**src/hdl/fuzzy_cmeans_membership_defines.svh**
```systemverilog
// assertion macros for the fuzzy c-means membership block
`ifndef FUZZY_CMEANS_MEMBERSHIP_DEFINES_SVH
`define FUZZY_CMEANS_MEMBERSHIP_DEFINES_SVH

// same-cycle implication
`define FCM_ASSERT_NOW(label, ante, cons) \
  label: assert property (@(posedge clk) disable iff (rst) (ante) |-> (cons)) \
    else $error("fcm assertion failed");

// next-cycle implication
`define FCM_ASSERT_NEXT(label, ante, cons) \
  label: assert property (@(posedge clk) disable iff (rst) (ante) |=> (cons)) \
    else $error("fcm assertion failed");

`endif

```
**src/hdl/fcm_pkg.sv**
```systemverilog
// shared types and constants for the fuzzy c-means membership block
package fcm_pkg;

  localparam int NUM_CLUSTERS_DEF = 4;
  localparam int TABLE_DEPTH_DEF  = 32;
  localparam int FEATS            = 4;
  localparam int CENT_BASE        = 8;
  localparam int DIV_W            = 39;
  localparam int SQ_IN_W          = 34;
  localparam int SQ_OUT_W         = SQ_IN_W / 2;
  localparam int DIST_W           = SQ_OUT_W + 1;
  localparam int ADDR_W           = 8;

  localparam logic CMD_LOAD     = 1'b0;
  localparam logic CMD_CLASSIFY = 1'b1;

  typedef struct packed {
    logic               cmd;
    logic [4:0]         param_index;
    logic signed [15:0] param_value;
    logic [3:0]         knight_count;
    logic [3:0]         bishop_count;
    logic [3:0]         rook_count;
    logic [3:0]         queen_count;
  } fcm_item_t;

  typedef struct packed {
    logic [3:0]  cluster_index;
    logic [15:0] membership;
    logic        last;
  } fcm_result_t;

  typedef struct packed {
    logic busy;
    logic done;
  } fcm_unit_stat_t;

endpackage

```
**src/hdl/fuzzy_cmeans_membership.sv**
```systemverilog
// fuzzy c-means membership: parameter table, sequencer, shared divider and root
// load: table written as the item is accepted, next item taken in the following cycle
// classify: new items stall until the memberships of all N clusters are out, computed
//   with the bit-serial divider and the bit-serial square root
// reset clears the sequencer and result slot; the table holds no reset value
`include "fuzzy_cmeans_membership_defines.svh"

module fuzzy_cmeans_membership #(
  parameter int NUM_CLUSTERS = fcm_pkg::NUM_CLUSTERS_DEF,
  parameter int TABLE_DEPTH  = fcm_pkg::TABLE_DEPTH_DEF
) (
  input  logic                clk,
  input  logic                rst,
  input  logic                item_valid,
  output logic                item_stall,
  input  fcm_pkg::fcm_item_t  item,
  output logic                result_valid,
  input  logic                result_stall,
  output fcm_pkg::fcm_result_t result
);
  import fcm_pkg::*;

  localparam int AW  = $clog2(TABLE_DEPTH);
  localparam int CIW = $clog2(NUM_CLUSTERS);
  localparam logic [3:0] LAST_CI = 4'(NUM_CLUSTERS - 1);

  localparam logic [3:0] S_IDLE = 4'd0;
  localparam logic [3:0] S_NM   = 4'd1;
  localparam logic [3:0] S_NS   = 4'd2;
  localparam logic [3:0] S_NG   = 4'd3;
  localparam logic [3:0] S_NW   = 4'd4;
  localparam logic [3:0] S_DA   = 4'd5;
  localparam logic [3:0] S_DS   = 4'd6;
  localparam logic [3:0] S_DC   = 4'd7;
  localparam logic [3:0] S_SW   = 4'd8;
  localparam logic [3:0] S_MI   = 4'd9;
  localparam logic [3:0] S_MR   = 4'd10;
  localparam logic [3:0] S_MW   = 4'd11;
  localparam logic [3:0] S_MF   = 4'd12;
  localparam logic [3:0] S_MD   = 4'd13;
  localparam logic [3:0] S_MO   = 4'd14;

  logic [3:0] state;

  logic [15:0] mem [TABLE_DEPTH];
  logic [15:0] mem_q;
  logic        rd_oob;
  logic [ADDR_W-1:0] raddr;
  logic [ADDR_W-1:0] waddr;
  logic        wr_en;
  logic signed [15:0] rdata;

  logic [3:0][3:0]          cnt_r;
  logic [1:0]               f;
  logic [CIW-1:0]           ci;
  logic [CIW-1:0]           cj;
  logic signed [15:0]       mean_r;
  logic                     neg_r;
  logic signed [15:0]       norm [FEATS];
  logic [SQ_IN_W-1:0]       sq_r;
  logic [SQ_IN_W-1:0]       sum;
  logic [SQ_IN_W-1:0]       sum_add;
  logic [DIST_W-1:0]        cdist [NUM_CLUSTERS];
  logic [DIST_W-1:0]        dist_sel;
  logic [DIST_W-1:0]        di;
  logic [DIV_W-1:0]         s_acc;
  logic [15:0]              memb;

  logic [3:0]               cnt_sel;
  logic signed [17:0]       nd;
  logic [16:0]              nd_mag;
  logic [15:0]              sd_mag;
  logic signed [16:0]       diff;
  logic [16:0]              diff_mag;
  logic [15:0]              nq;

  logic                     div_start;
  logic [DIV_W-1:0]         div_num;
  logic [DIV_W-1:0]         div_den;
  logic [DIV_W-1:0]         div_quo;
  fcm_unit_stat_t           div_stat;
  logic                     sq_start;
  logic [SQ_OUT_W-1:0]      sq_root;
  fcm_unit_stat_t           sq_stat;
  logic                     load_res;
  logic                     accept;

  assign accept     = item_valid && !item_stall;
  assign item_stall = state != S_IDLE;

  // parameter table
  assign waddr = ADDR_W'(item.param_index);
  assign wr_en = accept && item.cmd == CMD_LOAD && waddr < ADDR_W'(TABLE_DEPTH);

  always_ff @(posedge clk) begin
    if (wr_en) begin
      mem[waddr[AW-1:0]] <= item.param_value;
    end
    mem_q  <= mem[raddr[AW-1:0]];
    rd_oob <= raddr >= ADDR_W'(TABLE_DEPTH);
  end

  assign rdata = rd_oob ? 16'sd0 : mem_q;

  always_comb begin
    case (state)
      S_NM:    raddr = ADDR_W'({f, 1'b0});
      S_NS:    raddr = ADDR_W'({f, 1'b1});
      S_DA:    raddr = ADDR_W'(CENT_BASE) + (ADDR_W'(ci) << 2) + ADDR_W'(f);
      default: raddr = '0;
    endcase
  end

  // datapath helpers
  always_comb begin
    case (f)
      2'd0:    cnt_sel = cnt_r[0];
      2'd1:    cnt_sel = cnt_r[1];
      2'd2:    cnt_sel = cnt_r[2];
      default: cnt_sel = cnt_r[3];
    endcase
  end

  assign nd       = $signed({6'b0, cnt_sel, 8'b0}) - 18'(mean_r);
  assign nd_mag   = nd[17] ? 17'(-nd) : nd[16:0];
  assign sd_mag   = rdata[15] ? 16'(-rdata) : rdata;
  assign diff     = 17'(rdata) - 17'(norm[f]);
  assign diff_mag = diff[16] ? 17'(-diff) : diff;
  assign sum_add  = sum + sq_r;
  assign nq       = 16'd0 - div_quo[15:0];
  assign dist_sel = cdist[(state == S_MI) ? ci : cj];

  always_comb begin
    div_start = 1'b0;
    div_num   = '0;
    div_den   = '0;
    case (state)
      S_NG: begin
        div_start = rdata != 16'sd0;
        div_num   = DIV_W'({nd_mag, 8'b0});
        div_den   = DIV_W'(sd_mag);
      end
      S_MR: begin
        div_start = 1'b1;
        div_num   = DIV_W'({di, 16'b0});
        div_den   = DIV_W'(dist_sel);
      end
      S_MF: begin
        div_start = 1'b1;
        div_num   = DIV_W'(1) << 32;
        div_den   = s_acc;
      end
      default: begin
        div_start = 1'b0;
      end
    endcase
  end

  assign sq_start = state == S_DC && f == 2'd3;
  assign load_res = state == S_MO && (!result_valid || !result_stall);

  fcm_div #(.W(DIV_W)) u_div (
    .clk   (clk),
    .rst   (rst),
    .start (div_start),
    .num   (div_num),
    .den   (div_den),
    .stat  (div_stat),
    .quo   (div_quo)
  );

  fcm_sqrt #(.IW(SQ_IN_W)) u_sqrt (
    .clk   (clk),
    .rst   (rst),
    .start (sq_start),
    .value (sum_add),
    .stat  (sq_stat),
    .root  (sq_root)
  );

  // sequencer
  always_ff @(posedge clk) begin
    if (rst) begin
      state <= S_IDLE;
      f     <= '0;
      ci    <= '0;
      cj    <= '0;
    end else begin
      case (state)
        S_IDLE: begin
          if (accept && item.cmd == CMD_CLASSIFY) begin
            f     <= '0;
            state <= S_NM;
          end
        end
        S_NM: state <= S_NS;
        S_NS: state <= S_NG;
        S_NG: begin
          if (rdata == 16'sd0) begin
            if (f == 2'd3) begin
              f     <= '0;
              ci    <= '0;
              state <= S_DA;
            end else begin
              f     <= f + 1'b1;
              state <= S_NM;
            end
          end else begin
            state <= S_NW;
          end
        end
        S_NW: begin
          if (div_stat.done) begin
            if (f == 2'd3) begin
              f     <= '0;
              ci    <= '0;
              state <= S_DA;
            end else begin
              f     <= f + 1'b1;
              state <= S_NM;
            end
          end
        end
        S_DA: state <= S_DS;
        S_DS: state <= S_DC;
        S_DC: begin
          f     <= f + 1'b1;
          state <= (f == 2'd3) ? S_SW : S_DA;
        end
        S_SW: begin
          if (sq_stat.done) begin
            if (ci == CIW'(NUM_CLUSTERS - 1)) begin
              ci    <= '0;
              state <= S_MI;
            end else begin
              ci    <= ci + 1'b1;
              state <= S_DA;
            end
          end
        end
        S_MI: begin
          cj    <= '0;
          state <= S_MR;
        end
        S_MR: state <= S_MW;
        S_MW: begin
          if (div_stat.done) begin
            if (cj == CIW'(NUM_CLUSTERS - 1)) begin
              state <= S_MF;
            end else begin
              cj    <= cj + 1'b1;
              state <= S_MR;
            end
          end
        end
        S_MF: state <= S_MD;
        S_MD: begin
          if (div_stat.done) begin
            state <= S_MO;
          end
        end
        S_MO: begin
          if (load_res) begin
            if (ci == CIW'(NUM_CLUSTERS - 1)) begin
              state <= S_IDLE;
            end else begin
              ci    <= ci + 1'b1;
              state <= S_MI;
            end
          end
        end
        default: state <= S_IDLE;
      endcase
    end
  end

  // datapath registers
  always_ff @(posedge clk) begin
    if (accept && item.cmd == CMD_CLASSIFY) begin
      cnt_r[0] <= item.knight_count;
      cnt_r[1] <= item.bishop_count;
      cnt_r[2] <= item.rook_count;
      cnt_r[3] <= item.queen_count;
    end
    if (state == S_NS) begin
      mean_r <= rdata;
    end
    if (state == S_NG) begin
      neg_r <= nd[17] ^ rdata[15];
      if (rdata == 16'sd0) begin
        norm[f] <= 16'sd0;
      end
    end
    if (state == S_NW && div_stat.done) begin
      if (!neg_r) begin
        norm[f] <= (div_quo > DIV_W'(32767)) ? 16'sh7FFF : div_quo[15:0];
      end else begin
        norm[f] <= (div_quo > DIV_W'(32768)) ? 16'sh8000 : nq;
      end
    end
    if (state == S_DS) begin
      sq_r <= SQ_IN_W'(diff_mag * diff_mag);
    end
    if (state == S_DA && f == 2'd0) begin
      sum <= '0;
    end else if (state == S_DC) begin
      sum <= sum_add;
    end
    if (state == S_SW && sq_stat.done) begin
      cdist[ci] <= DIST_W'(sq_root) + 1'b1;
    end
    if (state == S_MI) begin
      di    <= dist_sel;
      s_acc <= '0;
    end
    if (state == S_MW && div_stat.done) begin
      s_acc <= s_acc + div_quo;
    end
    if (state == S_MD && div_stat.done) begin
      memb <= (div_quo > DIV_W'(65535)) ? 16'hFFFF : div_quo[15:0];
    end
  end

  // result slot
  always_ff @(posedge clk) begin
    if (rst) begin
      result_valid <= 1'b0;
    end else if (load_res) begin
      result_valid <= 1'b1;
    end else if (!result_stall) begin
      result_valid <= 1'b0;
    end
  end

  always_ff @(posedge clk) begin
    if (load_res) begin
      result.cluster_index <= 4'(ci);
      result.membership    <= memb;
      result.last          <= ci == CIW'(NUM_CLUSTERS - 1);
    end
  end

  `FCM_ASSERT_NOW(a_div_free, div_start, !div_stat.busy)
  `FCM_ASSERT_NOW(a_sq_free, sq_start, !sq_stat.busy)
  `FCM_ASSERT_NOW(a_last_idx, result_valid && result.last, result.cluster_index == LAST_CI)
  `FCM_ASSERT_NEXT(a_busy_after, accept && item.cmd == CMD_CLASSIFY, item_stall)

endmodule

```
**src/hdl/fcm_div.sv**
```systemverilog
// shared restoring divider, one quotient bit per cycle
module fcm_div #(
  parameter int W = fcm_pkg::DIV_W
) (
  input  logic                    clk,
  input  logic                    rst,
  input  logic                    start,
  input  logic [W-1:0]            num,
  input  logic [W-1:0]            den,
  output fcm_pkg::fcm_unit_stat_t stat,
  output logic [W-1:0]            quo
);
  import fcm_pkg::*;

  localparam int CW = $clog2(W);

  logic          busy;
  logic          done;
  logic [CW-1:0] cnt;
  logic [W-1:0]  rem;
  logic [W-1:0]  dv;
  logic [W:0]    shifted;
  logic          fits;

  assign shifted = {rem, quo[W-1]};
  assign fits    = shifted >= {1'b0, dv};

  always_ff @(posedge clk) begin
    if (rst) begin
      busy <= 1'b0;
      done <= 1'b0;
      cnt  <= '0;
    end else begin
      done <= 1'b0;
      if (start) begin
        busy <= 1'b1;
        cnt  <= '0;
      end else if (busy) begin
        cnt <= cnt + 1'b1;
        if (cnt == CW'(W - 1)) begin
          busy <= 1'b0;
          done <= 1'b1;
        end
      end
    end
  end

  always_ff @(posedge clk) begin
    if (start) begin
      rem <= '0;
      quo <= num;
      dv  <= den;
    end else if (busy) begin
      rem <= fits ? W'(shifted - {1'b0, dv}) : shifted[W-1:0];
      quo <= {quo[W-2:0], fits};
    end
  end

  assign stat.busy = busy;
  assign stat.done = done;

endmodule

```
**src/hdl/fcm_sqrt.sv**
```systemverilog
// digit-by-digit integer square root, one root bit per cycle
module fcm_sqrt #(
  parameter int IW = fcm_pkg::SQ_IN_W
) (
  input  logic                    clk,
  input  logic                    rst,
  input  logic                    start,
  input  logic [IW-1:0]           value,
  output fcm_pkg::fcm_unit_stat_t stat,
  output logic [IW/2-1:0]         root
);
  import fcm_pkg::*;

  localparam int RW = IW / 2;
  localparam int CW = $clog2(RW);

  logic          busy;
  logic          done;
  logic [CW-1:0] cnt;
  logic [IW-1:0] src;
  logic [RW:0]   rem;
  logic [RW+2:0] shifted;
  logic [RW+2:0] trial;
  logic          fits;

  assign shifted = {rem, src[IW-1:IW-2]};
  assign trial   = (RW+3)'({root, 2'b01});
  assign fits    = shifted >= trial;

  always_ff @(posedge clk) begin
    if (rst) begin
      busy <= 1'b0;
      done <= 1'b0;
      cnt  <= '0;
    end else begin
      done <= 1'b0;
      if (start) begin
        busy <= 1'b1;
        cnt  <= '0;
      end else if (busy) begin
        cnt <= cnt + 1'b1;
        if (cnt == CW'(RW - 1)) begin
          busy <= 1'b0;
          done <= 1'b1;
        end
      end
    end
  end

  always_ff @(posedge clk) begin
    if (start) begin
      rem  <= '0;
      root <= '0;
      src  <= value;
    end else if (busy) begin
      rem  <= fits ? (RW+1)'(shifted - trial) : (RW+1)'(shifted);
      root <= {root[RW-2:0], fits};
      src  <= {src[IW-3:0], 2'b00};
    end
  end

  assign stat.busy = busy;
  assign stat.done = done;

endmodule
```
**config.mk**
```make
export PLATFORM = sky130hd
export DESIGN_NAME = fuzzy_cmeans_membership
export DESIGN_NICKNAME = d
export VERILOG_FILES = /design/src/hdl/fcm_pkg.sv /design/src/hdl/fuzzy_cmeans_membership.sv /design/src/hdl/fcm_div.sv /design/src/hdl/fcm_sqrt.sv
export VERILOG_INCLUDE_DIRS = /design/src /design/src/hdl
export SDC_FILE = /design/constraint.sdc
export NUM_CORES = 2
export LEC_CHECK = 0
export BUFFER_PORTS_ARGS = -buffer_cell sky130_fd_sc_hd__buf_4
export CAP_MARGIN = 20
export CELL_PAD_IN_SITES_DETAIL_PLACEMENT = 1
export CELL_PAD_IN_SITES_GLOBAL_PLACEMENT = 2
export CORE_UTILIZATION = 40
export DETAILED_ROUTE_END_ITERATION = 7
export PLACE_DENSITY = 0.77
export SETUP_SLACK_MARGIN = 0.4
export SLEW_MARGIN = 20
export SYNTH_ARGS = -nofsm -noshare
export SYNTH_HDL_FRONTEND = slang
export SYNTH_SLANG_ARGS = --single-unit
```
**constraint.sdc**
```tcl
create_clock -name clk -period 14.9 [get_ports clk]
set_input_delay 2.98 -clock clk [delete_from_list [all_inputs] [get_ports clk]]
set_output_delay 2.98 -clock clk [all_outputs]
set_load 0.01 [all_outputs]
```
==> results.md <==
- Status: complete, no violations
- Hold Buf Count CTS: 0
- Die ar.: 135000 um^2
- Worst R2R End: sq_r[33]
- # H-tree levels: 3
- Drt first pass iters: 5
- Crit end category: register
- Largest net degree at the start of global routing: between 90 and 100
- Unique masters post-synth: between 100 and 150
- Clock Path Buffers: 3
- Crit-path max FO: 12
- Least-Margin Pin Slew: 1.18 ns
- Worst Hold End: result[8]
- Worst rel slew slack: 20.4%
- Commonest cells post-synth: edfxtp_1 (790), inv_1 (404), nand2_1 (375), nor2_1 (304), ha_1 (273)
- Later-pin clock latency in the skew report: 0.75 ns
- Row count: 133
- Final net count: between 5000 and 6000
- Setup TNS: 0 ns
- Kind of critical path: register to register
- Critical Path RT: 15.36 ns
- Top-count cell post-synth: edfxtp_1
- Hold path cells: 0
- Worst Path Arrival: 11.61 ns
- Boundary Pins: 65
- Routed vias: 34943
- Core Box Area: around 130000 um^2
- Share of cells above drive strength 1: 11.7%
- Fin. Hold Viols: 0
- Final ANT Viol Nets: 0
- Root Driver: clkbuf_16
- DR iter-0 viols: 2258
- Flops & latches, synth: approximately 940
- CP startpoint kind: register
- CP max stage delay: 0.68 ns
- Period utilization: 74.8%
- Share of the synthesized area in the top cell type: around 44%
- Synth async-reset ratio: 0%
- Metal3 WL: 5720 um
- # DRC: 0
- CTS tree: yes
- Final setup violation count: 0
- Vias in the first global route: 36988
- Highest metal used: met4
- Synthesized area: 53400 um^2
- R2R Setup Slk: 3.76 ns
- Die Width: 367 um
- Detail Route met2 WL: just over 70000 um
- Hold Path Class: register to register
- Util after Layout: 45.2%
- IO buf count: 62
- Overall routing resource usage: 21.4%
- Placer Congestion: 0.864
- CP max-delay cell: dfxtp_1
- Via/cell ratio: 5.48
- Lkg Pwr: 23.1 nW
- Starting Density: just over 40%
- Antenna violations before repair: 5
- Worst path most repeated cell: fa_1
- Worst vdd ir: 0.000460 V
- Post-synthesis sequential area ratio: around half
- Die height: approximately 370 um
- Area grow syn2layout: 11.7%
- Worst-path clk slew: ~0.060 ns
- Grt total ovfl: 0
- Hold path start: memb[7]
- MaxCap Viol Count: 0
- First-pass GRT wire length: about 220000 um
- Final WL: 144000 um
- RSZ-0062 raised after global routing: false
- YS warnings: 0
- Clock sink count: 942
- FMAX: around 0.090 GHz
- Pwr/cell area: 197 nW/um^2
- Slew Limit Fails: 0
- DR WL/cell: 22.5 um
- Postcts setup bufs: 0
- Mean cell area of the mapped netlist: 12.0 um^2
- Area leader, netlist: edfxtp_1
- Hpwl dp: 104000 um
- Mapped Cells: around 4500
- Post-CTS resize count: 0
- Antenna cells: 0
- Met1 Wirelength: 62800 um
- Tmin final: 11.14 ns
- Top FF cell, synth: edfxtp_1
- Dominant cells by area after synthesis: edfxtp_1 (44%), fa_1 (7.3%), ha_1 (6.4%)
- Cts bufs inserted: around 100
- Post-synth EDFFs: 790
- Clk_skew: 0.0768 ns
- Worst Reg2Reg Path Length in Cells: 33
==> worst max path at each step <==
stage | to | cells past startpoint | slack (ns) | start
after floorplan | sq_r[32] | 39 | 4.78 | register
after global placement | sq_r[33] | 33 | 4.09 | register
after detailed placement | sq_r[33] | 33 | 3.73 | register
after CTS | sq_r[33] | 33 | 3.70 | register
after global routing | sq_r[33] | 33 | 3.01 | register
final | sq_r[33] | 33 | 3.76 | register
==> cells in the final DEF, fill, tap and decap left out, drive strengths merged, types with 145 or more instances in the layout <==
master    n
dfxtp   152
o21ai   206
nand2   381
buf     145
nor2    306
a21oi   247
edfxtp  790
xnor2   154
fa      195
inv     419
ha      273
mux4    146
==> stage by stage <==
| step | hold slack (ns) | instances | instance area [um^2] | setup WS (ns) | power [W] |
|---|---|---|---|---|---|
| after floorplan | 0.400 | 4463 | 53500 | 4.78 | 0.00775 |
| after global placement | 0.406 | 6183 | 56100 | 4.09 | 0.00913 |
| after detailed placement | 0.406 | 6183 | 56100 | 3.73 | 0.00924 |
| after CTS | 0.420 | 6377 | 59600 | 3.70 | 0.0119 |
| after global routing | 0.425 | 6378 | 59700 | 3.01 | 0.0127 |
| final | 0.417 | 6378 | 59700 | 3.76 | 0.0117 |
==> registers in the layout, summed over array words and instances, names as in the netlist, 33 cells and up, named ones only <==
name,count
sq_r,33
u_div.rem,39
u_div.quo,39
u_div.dv,39
norm,64
mem,384
sum,34
s_acc,39
cdist,72
u_sqrt.src,34
==> layout make-up <==
class	count	area (um^2)
multi-input combinational	2922	24500
fill	13873	72300
sequential	942	26800
inverter	420	1580
clock inverter	70	831
tap	1755	2200
clock buffer	124	2680
timing repair buffer	145	1120
==> logic make-up after synthesis <==
family | count (synthesis) | synth area share, %
buffers and inverters | 599 | 4.31
and+or+nand+nor | 1150 | 10.3
adders and majority gates | 468 | 13.7
AOI/OAI and AO/OA | 830 | 9.94
DFF | 942 | 50.1
other | 2 | 0.0141
xor gates and xnor gates | 226 | 3.83
muxes | 233 | 7.79
==> routing by layer <==
layer	global-route usage, %	up-vias
met1	28.4	17884
met2	36.7	646
met3	2.87	182
li1	-	16231
met4	5.48	0
met5	0	-
==> critical path, delay by kind of cell, from the launching register on <==
kind | cells | cell delay [ns]
adder cells (fa/ha/maj) | 9 | 4.09
AO/OA/AOI/OAI | 13 | 3.38
buffers and inverters | 5 | 0.96
XOR/XNOR | 2 | 0.76
flip-flops | 1 | 0.68
multiplexers | 1 | 0.53
AND/OR/NAND/NOR | 3 | 0.46
==> power by group <==
part / total (W) / switching (W) / internal, W / leakage (nW)
clock: 0.00263 / 0.00113 / 0.00151 / 1.70
combinational: 0.00585 / 0.00334 / 0.00251 / 13.1
sequential: 0.00326 / 0.0000633 / 0.00320 / 8.29
Note: power is estimated with default switching activity, not from simulation.
